<file path="config.mk">
export PLATFORM = sky130hd
export DESIGN_NAME = alarm_clock_controller_flat
export DESIGN_NICKNAME = d
export VERILOG_FILES = /design/src/rtl/acc_pkg.sv /design/src/rtl/acc_if.sv /design/src/rtl/acc_core.sv /design/src/rtl/acc_display.sv /design/src/rtl/alarm_clock_controller.sv /design/src/flat_wrapper.sv
export SDC_FILE = /design/constraint.sdc
export NUM_CORES = 1
export LEC_CHECK = 0
export BUFFER_PORTS_ARGS = -buffer_cell sky130_fd_sc_hd__buf_2
export CELL_PAD_IN_SITES_DETAIL_PLACEMENT = 1
export CELL_PAD_IN_SITES_GLOBAL_PLACEMENT = 1
export CORE_UTILIZATION = 50
export CTS_BUF_LIST = sky130_fd_sc_hd__clkbuf_4 sky130_fd_sc_hd__clkbuf_8
export CTS_CLUSTER_DIAMETER = 150
export CTS_CLUSTER_SIZE = 16
export DETAILED_ROUTE_END_ITERATION = 12
export PLACE_DENSITY_LB_ADDON = 0.1
export SLEW_MARGIN = 0
export SYNTH_ARGS = -nofsm -noshare
export SYNTH_HDL_FRONTEND = slang
export SYNTH_SLANG_ARGS = --single-unit
</file>
<file path="constraint.sdc">
create_clock -name clk -period 11.57 [get_ports clk]
set_input_delay 1.157 -clock clk [delete_from_list [all_inputs] [get_ports clk]]
set_output_delay 1.157 -clock clk [all_outputs]
set_load 0.05 [all_outputs]
</file>
<file path="src/rtl/acc_pkg.sv">
// Shared types, reset values and helper functions for the alarm clock controller.
package acc_pkg;

  localparam logic [4:0] HOUR_MAX       = 5'd23;
  localparam logic [5:0] MINUTE_MAX     = 6'd59;
  localparam logic [5:0] SECOND_MAX     = 6'd59;

  localparam logic [4:0] HOUR_RESET     = 5'd19;
  localparam logic [5:0] MINUTE_RESET   = 6'd54;
  localparam logic [5:0] SECOND_RESET   = 6'd0;
  localparam logic [4:0] ALARM_H_RESET  = 5'd19;
  localparam logic [5:0] ALARM_M_RESET  = 6'd55;
  localparam logic [4:0] SAVED_H_RESET  = 5'd10;
  localparam logic [5:0] SAVED_M_RESET  = 6'd0;

  typedef struct packed {
    logic second_tick;
    logic up_button;
    logic down_button;
    logic set_button;
    logic enable_button;
  } acc_in_t;

  typedef struct packed {
    logic [4:0] hours;
    logic [5:0] minutes;
    logic [5:0] seconds;
    logic [6:0] seg_hour_tens;
    logic [6:0] seg_hour_ones;
    logic [6:0] seg_minute_tens;
    logic [6:0] seg_minute_ones;
    logic [3:0] point_bits;
    logic       alarm_armed;
    logic       setting_alarm;
    logic       alarm_match;
  } acc_out_t;

  typedef struct packed {
    logic [4:0] hour;
    logic [5:0] minute;
  } acc_time_t;

  typedef struct packed {
    acc_time_t  shown;
    logic [5:0] seconds;
    logic       armed;
    logic       editing;
    logic       match;
  } acc_status_t;

  typedef struct packed {
    logic [2:0] tens;
    logic [3:0] ones;
  } acc_digits_t;

  function automatic acc_time_t minute_up(input acc_time_t t);
    acc_time_t r;
    r = t;
    if (t.minute < MINUTE_MAX) begin
      r.minute = t.minute + 6'd1;
    end else if (t.hour < HOUR_MAX) begin
      r.hour   = t.hour + 5'd1;
      r.minute = 6'd0;
    end else begin
      r.hour   = 5'd0;
      r.minute = 6'd0;
    end
    return r;
  endfunction

  function automatic acc_time_t minute_down(input acc_time_t t);
    acc_time_t r;
    r = t;
    if (t.minute != 6'd0) begin
      r.minute = t.minute - 6'd1;
    end else if (t.hour != 5'd0) begin
      r.hour   = t.hour - 5'd1;
      r.minute = MINUTE_MAX;
    end else begin
      r.hour   = HOUR_MAX;
      r.minute = MINUTE_MAX;
    end
    return r;
  endfunction

  function automatic acc_digits_t dec_split(input logic [5:0] v);
    acc_digits_t d;
    if (v >= 6'd60) begin
      d.tens = 3'd6;
      d.ones = 4'(v - 6'd60);
    end else if (v >= 6'd50) begin
      d.tens = 3'd5;
      d.ones = 4'(v - 6'd50);
    end else if (v >= 6'd40) begin
      d.tens = 3'd4;
      d.ones = 4'(v - 6'd40);
    end else if (v >= 6'd30) begin
      d.tens = 3'd3;
      d.ones = 4'(v - 6'd30);
    end else if (v >= 6'd20) begin
      d.tens = 3'd2;
      d.ones = 4'(v - 6'd20);
    end else if (v >= 6'd10) begin
      d.tens = 3'd1;
      d.ones = 4'(v - 6'd10);
    end else begin
      d.tens = 3'd0;
      d.ones = v[3:0];
    end
    return d;
  endfunction

  function automatic logic [6:0] seg_lit(input logic [3:0] digit);
    logic [6:0] s;
    case (digit)
      4'd0:    s = 7'h3f;
      4'd1:    s = 7'h06;
      4'd2:    s = 7'h5b;
      4'd3:    s = 7'h4f;
      4'd4:    s = 7'h66;
      4'd5:    s = 7'h6d;
      4'd6:    s = 7'h7d;
      4'd7:    s = 7'h07;
      4'd8:    s = 7'h7f;
      4'd9:    s = 7'h67;
      default: s = 7'h00;
    endcase
    return s;
  endfunction

endpackage

</file>
<file path="src/rtl/acc_if.sv">
// Valid/ready channel interfaces for input words and result words.
interface acc_in_if;
  import acc_pkg::*;
  logic    valid;
  logic    ready;
  acc_in_t data;
  modport source (output valid, output data, input ready);
  modport sink (input valid, input data, output ready);
endinterface

interface acc_out_if;
  import acc_pkg::*;
  logic     valid;
  logic     ready;
  acc_out_t data;
  modport source (output valid, output data, input ready);
  modport sink (input valid, input data, output ready);
endinterface

</file>
<file path="src/rtl/acc_core.sv">
// Clock state registers and the per-word time, alarm and mode update.
module acc_core (
  input  logic                clk,
  input  logic                rst,
  input  logic                step,
  input  acc_pkg::acc_in_t    word,
  output acc_pkg::acc_status_t status
);
  import acc_pkg::*;

  acc_time_t  shown;
  logic [5:0] seconds;
  acc_time_t  alarm;
  acc_time_t  saved;
  logic       armed;
  logic       editing;

  acc_time_t  shown_next;
  acc_time_t  alarm_next;
  acc_time_t  saved_next;
  logic [5:0] seconds_next;
  logic       armed_next;
  logic       editing_next;
  acc_time_t  ticked;
  logic       match;

  always_comb begin
    ticked       = shown;
    seconds_next = seconds;
    if (word.second_tick) begin
      if (seconds < SECOND_MAX) begin
        seconds_next = seconds + 6'd1;
      end else begin
        seconds_next = 6'd0;
        ticked       = minute_up(shown);
      end
    end

    match = armed && (ticked == alarm) && (seconds_next == 6'd0);
    armed_next = armed ^ word.enable_button;

    alarm_next   = alarm;
    saved_next   = saved;
    editing_next = editing;
    shown_next   = ticked;
    if (word.set_button) begin
      if (!editing) begin
        saved_next   = ticked;
        shown_next   = alarm;
        editing_next = 1'b1;
      end else begin
        alarm_next   = ticked;
        shown_next   = saved;
        editing_next = 1'b0;
      end
    end else if (word.up_button) begin
      shown_next = minute_up(ticked);
    end else if (word.down_button) begin
      shown_next = minute_down(ticked);
    end
  end

  always_ff @(posedge clk) begin
    if (rst) begin
      shown   <= '{hour: HOUR_RESET, minute: MINUTE_RESET};
      seconds <= SECOND_RESET;
      alarm   <= '{hour: ALARM_H_RESET, minute: ALARM_M_RESET};
      saved   <= '{hour: SAVED_H_RESET, minute: SAVED_M_RESET};
      armed   <= 1'b0;
      editing <= 1'b0;
    end else if (step) begin
      shown   <= shown_next;
      seconds <= seconds_next;
      alarm   <= alarm_next;
      saved   <= saved_next;
      armed   <= armed_next;
      editing <= editing_next;
    end
  end

  assign status = '{shown: shown_next, seconds: seconds_next, armed: armed_next,
                    editing: editing_next, match: match};

endmodule

</file>
<file path="src/rtl/acc_display.sv">
// Decimal split, active-low segment codes and decimal points for the shown time.
module acc_display (
  input  acc_pkg::acc_status_t status,
  output acc_pkg::acc_out_t    word
);
  import acc_pkg::*;

  acc_digits_t hour_dig;
  acc_digits_t minute_dig;

  always_comb begin
    hour_dig   = dec_split({1'b0, status.shown.hour});
    minute_dig = dec_split(status.shown.minute);

    word.hours           = status.shown.hour;
    word.minutes         = status.shown.minute;
    word.seconds         = status.seconds;
    word.seg_hour_tens   = ~seg_lit({1'b0, hour_dig.tens});
    word.seg_hour_ones   = ~seg_lit(hour_dig.ones);
    word.seg_minute_tens = ~seg_lit({1'b0, minute_dig.tens});
    word.seg_minute_ones = ~seg_lit(minute_dig.ones);
    word.point_bits      = {~status.armed, 1'b1, 1'b0, 1'b1};
    word.alarm_armed     = status.armed;
    word.setting_alarm   = status.editing;
    word.alarm_match     = status.match;
  end

endmodule

</file>
<file path="src/rtl/alarm_clock_controller.sv">
// Top level of the 24-hour alarm clock controller: input register, update, result register.
// Each input word is one sampled pass of the control loop (second tick plus the up, down,
// set and enable buttons) and yields exactly one result word with the shown time, four
// active-low seven-segment codes, the decimal points, the mode flags and the alarm match.
// A word is accepted every clock while ready is high. The single-pass update runs while the
// word sits in the input register, and its result is loaded into the result register when that
// register is empty or being read. While the result register is stalled the input register
// still takes one more word; ready drops only when both hold a word.
module alarm_clock_controller (
  input  logic      clk,
  input  logic      rst,
  acc_in_if.sink    item,
  acc_out_if.source result
);
  import acc_pkg::*;

  logic        held_valid;
  acc_in_t     held_word;
  logic        res_valid;
  acc_out_t    res_word;
  logic        advance;
  acc_status_t status;
  acc_out_t    shown_word;

  assign advance    = held_valid && (!res_valid || result.ready);
  assign item.ready = !held_valid || advance;

  acc_core u_core (
    .clk    (clk),
    .rst    (rst),
    .step   (advance),
    .word   (held_word),
    .status (status)
  );

  acc_display u_display (
    .status (status),
    .word   (shown_word)
  );

  always_ff @(posedge clk) begin
    if (rst) begin
      held_valid <= 1'b0;
    end else if (item.ready) begin
      held_valid <= item.valid;
    end
  end

  always_ff @(posedge clk) begin
    if (item.valid && item.ready) begin
      held_word <= item.data;
    end
  end

  always_ff @(posedge clk) begin
    if (rst) begin
      res_valid <= 1'b0;
    end else if (advance) begin
      res_valid <= 1'b1;
    end else if (result.ready) begin
      res_valid <= 1'b0;
    end
  end

  always_ff @(posedge clk) begin
    if (advance) begin
      res_word <= shown_word;
    end
  end

  assign result.valid = res_valid;
  assign result.data  = res_word;

endmodule
</file>
<file path="src/flat_wrapper.sv">
// flat-port wrapper written by rule: the top's interface ports become plain ports
module alarm_clock_controller_flat import acc_pkg::*;
  (clk, rst, item_valid, item_data, item_ready, result_valid, result_data, result_ready);
  acc_in_if item_i ();
  acc_out_if result_i ();
  input  logic clk;
  input  logic rst;
  input wire logic [$bits(item_i.valid)-1:0] item_valid;
  input wire logic [$bits(item_i.data)-1:0] item_data;
  output wire logic [$bits(item_i.ready)-1:0] item_ready;
  output wire logic [$bits(result_i.valid)-1:0] result_valid;
  output wire logic [$bits(result_i.data)-1:0] result_data;
  input wire logic [$bits(result_i.ready)-1:0] result_ready;
  assign item_i.valid = item_valid;
  assign item_i.data = item_data;
  assign item_ready = item_i.ready;
  assign result_valid = result_i.valid;
  assign result_data = result_i.data;
  assign result_i.ready = result_ready;
  alarm_clock_controller u_core (.clk(clk), .rst(rst), .item(item_i), .result(result_i));
endmodule
</file>
==> qor.csv, run 1 <==
stage,metric,value,unit
timing,Setup TNS Final,0,ns
logic_synthesis,synth warn,0,
clocking,Clock Latency Late Sink,0.38,ns
global_routing,first-pass GRT wire length,26200,um
clocking,clock sinks,95,
clocking,post-CTS setup repair buffer count,0,
timing,Final WS setup,5.24,ns
die,boundary pin count,63,
logic_synthesis,asr flop ratio synth,0,%
worst_hold_path,hold path startpoint,u_core.u_core.saved[9],
logic_synthesis,"EDFF count, synth",52,
drt,Final ANT Viol Nets,0,
timing,Final Hold Fails,0,
logic_synthesis,sequential area share after synthesis,38.9,%
finish,Final Non-Filler Cells,841,
placed_design,placed cells,825,
clocking,Inserted Clock Buffers,9,
die,core area,12100,um2
global_routing,vias in the first global route,5064,
finish,final instance area,6710,um2
drt,vias per inst,5.98,
timing,Max Freq,158,MHz
global_routing,Total Routing Usage GR,25.8,%
worst_setup_path,Crit path top cell by count,inv_1,
drt,1st-pass router iterations,4,
finish,utilization after layout,55.6,%
placed_design,PortBufs,58,
pwr,Peak VDD IR,0.0579,mV
drt,remaining routing DRC violations,0,
worst_setup_path,Critical Path AT,6.45,ns
pwr,Tot Pwr,0.962,mW
die,Starting Density,51.7,%
drt,routed wire length,16100,um
placed_design,hpwl dp,11700,um
finish,layout cells sized above 1,19.6,%
timing,Tcrit/Tclk final,54.7,%
logic_synthesis,number of distinct library cells after synthesis,101,
clocking,CTS root buffer,clkbuf_8,
worst_setup_path,start of the worst register-to-register path,u_core.held_word[4],
clocking,"CTS clk-pin slew, worst paths",0.09,ns
worst_setup_path,peak fanout along the critical path,23,
timing,RSZ-0062 raised after global routing,false,
worst_hold_path,Hold Path Class,flop to flop,
worst_setup_path,crit-path max cell delay,0.81,ns
die,row count,40,
worst_setup_path,slowest cell on the critical path,edfxtp_1,
logic_synthesis,post-synthesis register bit count,95,
global_routing,largest net degree at the start of global routing,63,
global_routing,initial antenna violation count,0,
drt,via count,5033,
logic_synthesis,ys flop type,edfxtp_1,
timing,Worst-Margin Slew,1.08,ns
die,die width,114,um
pwr,leakage power figure,2.58,nW
placed_design,Post-DP Area,6520,um2
timing,Slew HR,27.9,%
logic_synthesis,synthesized area,6230,um2
placed_design,gpl congestion,0.858,
timing,"Slew Viols, Final",0,
global_routing,Overflow after GRT,0,
worst_setup_path,CP Launch Point,u_core.held_word[4],
clocking,hold buffers post-CTS,0,
drt,DR WL/cell,19.2,um
run_status,status,"complete, no violations",
worst_setup_path,worst path cell trace,inv_1 > nor4_1 > nor2_1 > inv_1 > ha_1 > a41oi_1 > a32o_2 > nor2_4 > nor2_1 > a221oi_1 > buf_4 > inv_1 > ha_1 > inv_1 > o2111ai_1 > a311o_1 > a221oi_2 > a211oi_2 > xnor2_2 > inv_2 > ha_1 > inv_1 > nor3b_1 > a21oi_1,
timing,hold slack,0.479,ns
worst_setup_path,critical path class,flop to flop,
finish,n_diodes,0,
placed_design,DP Worst Slack,5.34,ns
worst_setup_path,Setup crit end kind,flop,
finish,area delta synth->final,7.65,%
die,die area,12900,um2
pwr,P per Cell Area,143,nW/um2
clocking,clk buf depth,2,
run,max cap viols,0,
logic_synthesis,Synth Instances,641,
clocking,CTS tree,yes,
finish,Final #Nets,712,
die,die height,114,um
worst_setup_path,Worst Path Required,11.69,ns
timing,clk_skew,0.00796,ns
timing,# setup viols final,0,
clocking,post_cts resized,0,
logic_synthesis,Avg Inst Size Synth,9.72,um2
finish,FILL cells,1358,
worst_setup_path,CP Launch Type,flop,
clocking,H-tree levels,3,
drt,Initial DRC Count,307,
timing,Final Critical Period,6.33,ns
-- critical path, delay by kind of cell, from the launching register on --
kind	cells	cell delay, ns
buf+inv	7	1.12
flops	1	0.81
compound gates	8	1.88
xor+xnor	1	0.23
fa+ha+maj	3	0.60
simple gates	5	1.43
-- synthesized netlist by cell type, drive strengths merged, types with 3 or more instances --
master / instances / share of area (%)
a311o: 3 / 0.50
nand3b: 3 / 0.36
ha: 35 / 7.0
o211a: 5 / 0.80
o22a: 3 / 0.42
nand2b: 4 / 0.52
a2bb2oi: 6 / 0.84
a31oi: 9 / 1.1
edfxtp: 52 / 25
nand4: 13 / 1.5
o31ai: 5 / 0.90
a211o: 20 / 2.8
nor2: 61 / 3.9
dfxtp: 43 / 14
clkbuf: 23 / 1.4
a32o: 3 / 0.50
o21a: 3 / 0.36
a21o: 5 / 0.60
o211ai: 9 / 1.3
or3: 3 / 0.30
a31o: 3 / 0.42
a221oi: 3 / 0.80
nand3: 13 / 1.0
mux2: 10 / 1.9
o2111ai: 4 / 0.94
nor3: 11 / 1.3
a21oi: 27 / 2.3
nor4: 7 / 0.70
xor2: 7 / 0.98
a211oi: 14 / 1.8
nand4b: 3 / 0.42
inv: 34 / 2.0
mux2i: 14 / 2.3
o21ai: 24 / 1.9
buf: 24 / 2.5
nand2: 55 / 3.4
a311oi: 3 / 0.70
nor2b: 4 / 0.40
a22oi: 3 / 0.36
or2: 5 / 0.54
and3: 6 / 0.60
xnor2: 19 / 2.9
and2: 7 / 0.70
nor3b: 3 / 0.44
-- state kept, by name, indices dropped and copies added (netlist names) --
register               count
u_core.u_core.alarm       11
u_core.held_word           5
u_core.result.valid        1
u_core.held_valid          1
u_core.result.data        47
u_core.u_core.saved       11
u_core.u_core.shown       11
u_core.u_core.armed        1
u_core.u_core.seconds      6
u_core.u_core.editing      1
-- power breakdown --
| part | total (mW) | internal [mW] | switching, mW | leakage [nW] |
|---|---|---|---|---|
| registers | 0.409 | 0.391 | 0.0176 | 0.835 |
| clock network | 0.225 | 0.102 | 0.124 | 0.0975 |
| logic | 0.328 | 0.108 | 0.220 | 1.65 |
| total | 0.962 | 0.601 | 0.361 | 2.58 |
-- cell families after synthesis --
| family | Yosys count | share of synthesized area (%) |
|---|---|---|
| mux | 24 | 4.18 |
| simple gates | 204 | 17.0 |
| flops | 95 | 38.9 |
| fa+ha+maj | 36 | 7.19 |
| buf+inv | 81 | 5.98 |
| compound gates | 173 | 22.8 |
| other cells | 2 | 0.121 |
| xor+xnor | 26 | 3.90 |
-- area by class of cell --
cell class | count | area, um2 | share of cell area [%]
clock buffers | 10 | 131 | 1.96
clock inverters | 6 | 60.1 | 0.895
inverters | 34 | 128 | 1.90
multi-input cells | 467 | 3440 | 51.3
flip-flops and latches | 95 | 2420 | 36.1
well taps | 168 | 210 | 3.13
repair buffers | 61 | 313 | 4.66
-- layer usage --
layer	share of wire [%]	vias to the layer above	global-route usage, %
li1	-	2416	-
met1	49	2498	36.3
met4	1.5	0	7.89
met5	0	-	0
met2	46	101	41.7
met3	3.6	18	3.03
-- cell usage in the layout, fill, tap and decap left out, drive strengths merged, types with 11 or more instances in the layout --
master   n
o21ai   24
a211o   20
nor2    61
nand4   13
mux2i   14
nor3    11
dfxtp   43
buf     61
inv     35
nand2   55
xnor2   19
edfxtp  52
a21oi   27
nand3   13
ha      35
a211oi  14
-- final timing paths --
check	end	slack, ns	depth (start not counted)
hold / removal	u_core.u_core.saved[9]	0.48	1
hold reg to reg	u_core.u_core.saved[9]	0.48	1
setup / recovery	u_core.result.data[10]	5.24	24
setup reg to reg	u_core.result.data[10]	5.24	24
(Power assumes the default switching activity.)
==> run 2, diff against run 1 <==
Settings changed: CORE_UTILIZATION 50 to 48.
Clock period 11.57 ns to 6.35 ns, I/O delays scaled along.
==> qor.csv, run 2 (synthesis gave the netlist of run 1 again) <==
stage,metric,value,unit
finish,most frequent cells in the layout,"nor2_1, buf_2, nand2_1",
finish,n_diodes,0,
worst_setup_path,start of the worst register-to-register path,u_core.u_core.shown[0],
global_routing,M1 GR Usage,34.6,%
timing,Tcrit/Tclk final,93.8,%
global_routing,largest net degree at the start of global routing,63,
drt,remaining routing DRC violations,0,
worst_setup_path,CP Launch Point,u_core.u_core.shown[0],
timing,Max Freq,168,MHz
pwr,leakage power figure,2.62,nW
timing,Setup TNS Final,0,ns
finish,utilization after layout,53.7,%
pwr,P per Cell Area,261,nW/um2
worst_setup_path,crit-path max cell delay,0.48,ns
placed_design,hpwl dp,11800,um
finish,max FFs per register,47,
die,die width,116,um
finish,layout cells sized above 1,20.6,%
timing,Slew HR,30.8,%
timing,RSZ-0062 raised after global routing,false,
finish,area delta synth->final,8.71,%
drt,routed wire length,16000,um
clocking,Inserted Clock Buffers,9,
clocking,clock sinks,95,
global_routing,layer with the highest usage,met2,
timing,# setup viols final,0,
die,die area,13400,um2
worst_setup_path,critical path class,flop to flop,
finish,FILL cells,1480,
worst_setup_path,Critical Path AT,6.08,ns
clocking,CTS root buffer,clkbuf_8,
worst_setup_path,slowest cell on the critical path,dfxtp_1,
die,core area,12600,um2
placed_design,gpl congestion,0.857,
clocking,CTS tree,yes,
drt,Final ANT Viol Nets,0,
worst_setup_path,Setup crit end kind,flop,
global_routing,Total Routing Usage GR,25.2,%
pwr,Peak VDD IR,0.127,mV
worst_hold_path,hold path startpoint,item_data[1],
timing,"Slew Viols, Final",0,
global_routing,global routing usage on met3,3.03,%
run,max cap viols,0,
global_routing,Overflow after GRT,0,
placed_design,PortBufs,58,
worst_setup_path,Worst Path Required,6.47,ns
clocking,Clock Latency Late Sink,0.38,ns
placed_design,placed cells,835,
die,boundary pin count,63,
run_status,status,"complete, no violations",
drt,Initial DRC Count,258,
worst_setup_path,Crit path top cell by count,ha_1,
clocking,hold buffers post-CTS,0,
die,die height,116,um
timing,clk_skew,0.00986,ns
worst_hold_path,Hold Path Class,input port to flop,
clocking,"CTS clk-pin slew, worst paths",0.10,ns
drt,1st-pass router iterations,4,
drt,via count,5052,
die,Starting Density,49.4,%
timing,Worst-Margin Slew,1.03,ns
global_routing,met2 Usage GRT,40.3,%
global_routing,initial antenna violation count,0,
timing,Final Critical Period,5.95,ns
finish,Final Non-Filler Cells,851,
drt,vias per inst,5.94,
clocking,H-tree levels,3,
worst_setup_path,CP Launch Type,flop,
clocking,clk buf depth,2,
die,row count,41,
drt,DR WL/cell,18.8,um
timing,Final Hold Fails,0,
global_routing,vias in the first global route,4991,
global_routing,first-pass GRT wire length,25900,um
worst_setup_path,worst path cell trace,ha_1 > o2111ai_2 > and4_1 > nor2_1 > ha_1 > and2_1 > and4_4 > nor2_1 > a221oi_1 > inv_1 > ha_1 > inv_1 > o2111ai_1 > a311o_1 > a221oi_2 > a211oi_2 > xnor2_2 > inv_2 > ha_1 > inv_1 > nor3b_1 > a21oi_1,
worst_setup_path,peak fanout along the critical path,9,
finish,Final #Nets,718,
[run 2: worst max-delay path, delay by kind of cell (launching register included)]
kind	cells	cell delay (ns)
AO/OA/AOI/OAI	7	1.83
XOR/XNOR	1	0.22
adder cells (fa/ha/maj)	4	1.12
buffers and inverters	4	0.49
flip-flops	1	0.48
AND/OR/NAND/NOR	6	1.55
[run 2: report_power, final]
part | switching, mW | internal [mW] | total, mW | leakage [nW]
clock | 0.231 | 0.189 | 0.420 | 0.104
sequential | 0.0290 | 0.712 | 0.741 | 0.835
combinational | 0.404 | 0.200 | 0.603 | 1.68
[run 2: metal layers]
layer / wire (um) / share of wire [%]
met5: 0 / 0
met3: 410 / 2.6
met1: 7920 / 49
met2: 7380 / 46
met4: 301 / 1.9
[run 2: through the flow]
stage	hold WS [ns]	area [um2]	power (mW)	setup slack, ns
after global placement	0.439	6570	1.33	0.642
final	0.424	6770	1.76	0.396
after global routing	0.415	6770	1.85	0.0251
after CTS	0.408	6770	1.78	0.285
after floorplan	0.430	6240	1.23	0.883
after detailed placement	0.453	6570	1.35	0.328
[run 2: repair_timing]
item,in CTS,in global routing
resized for setup,0,1
setup buffers,0,0
endpoints found under the setup margin,0,4
[run 2: worst paths after layout]
path	end	slack, ns	cells past startpoint
max	u_core.result.data[11]	0.40	22
min	u_core.held_word[1]	0.42	1
max reg2reg	u_core.result.data[11]	0.40	22
min reg2reg	u_core.u_core.saved[10]	0.47	2
[run 2: cell type report]
cell class	count	area, um2	area share, %
clock buffer	10	131	1.94
sequential	95	2420	35.8
multi-input combinational	467	3450	50.9
timing repair buffer	67	358	5.28
tap	172	215	3.18
inverter	34	128	1.88
clock inverter	6	70.1	1.03
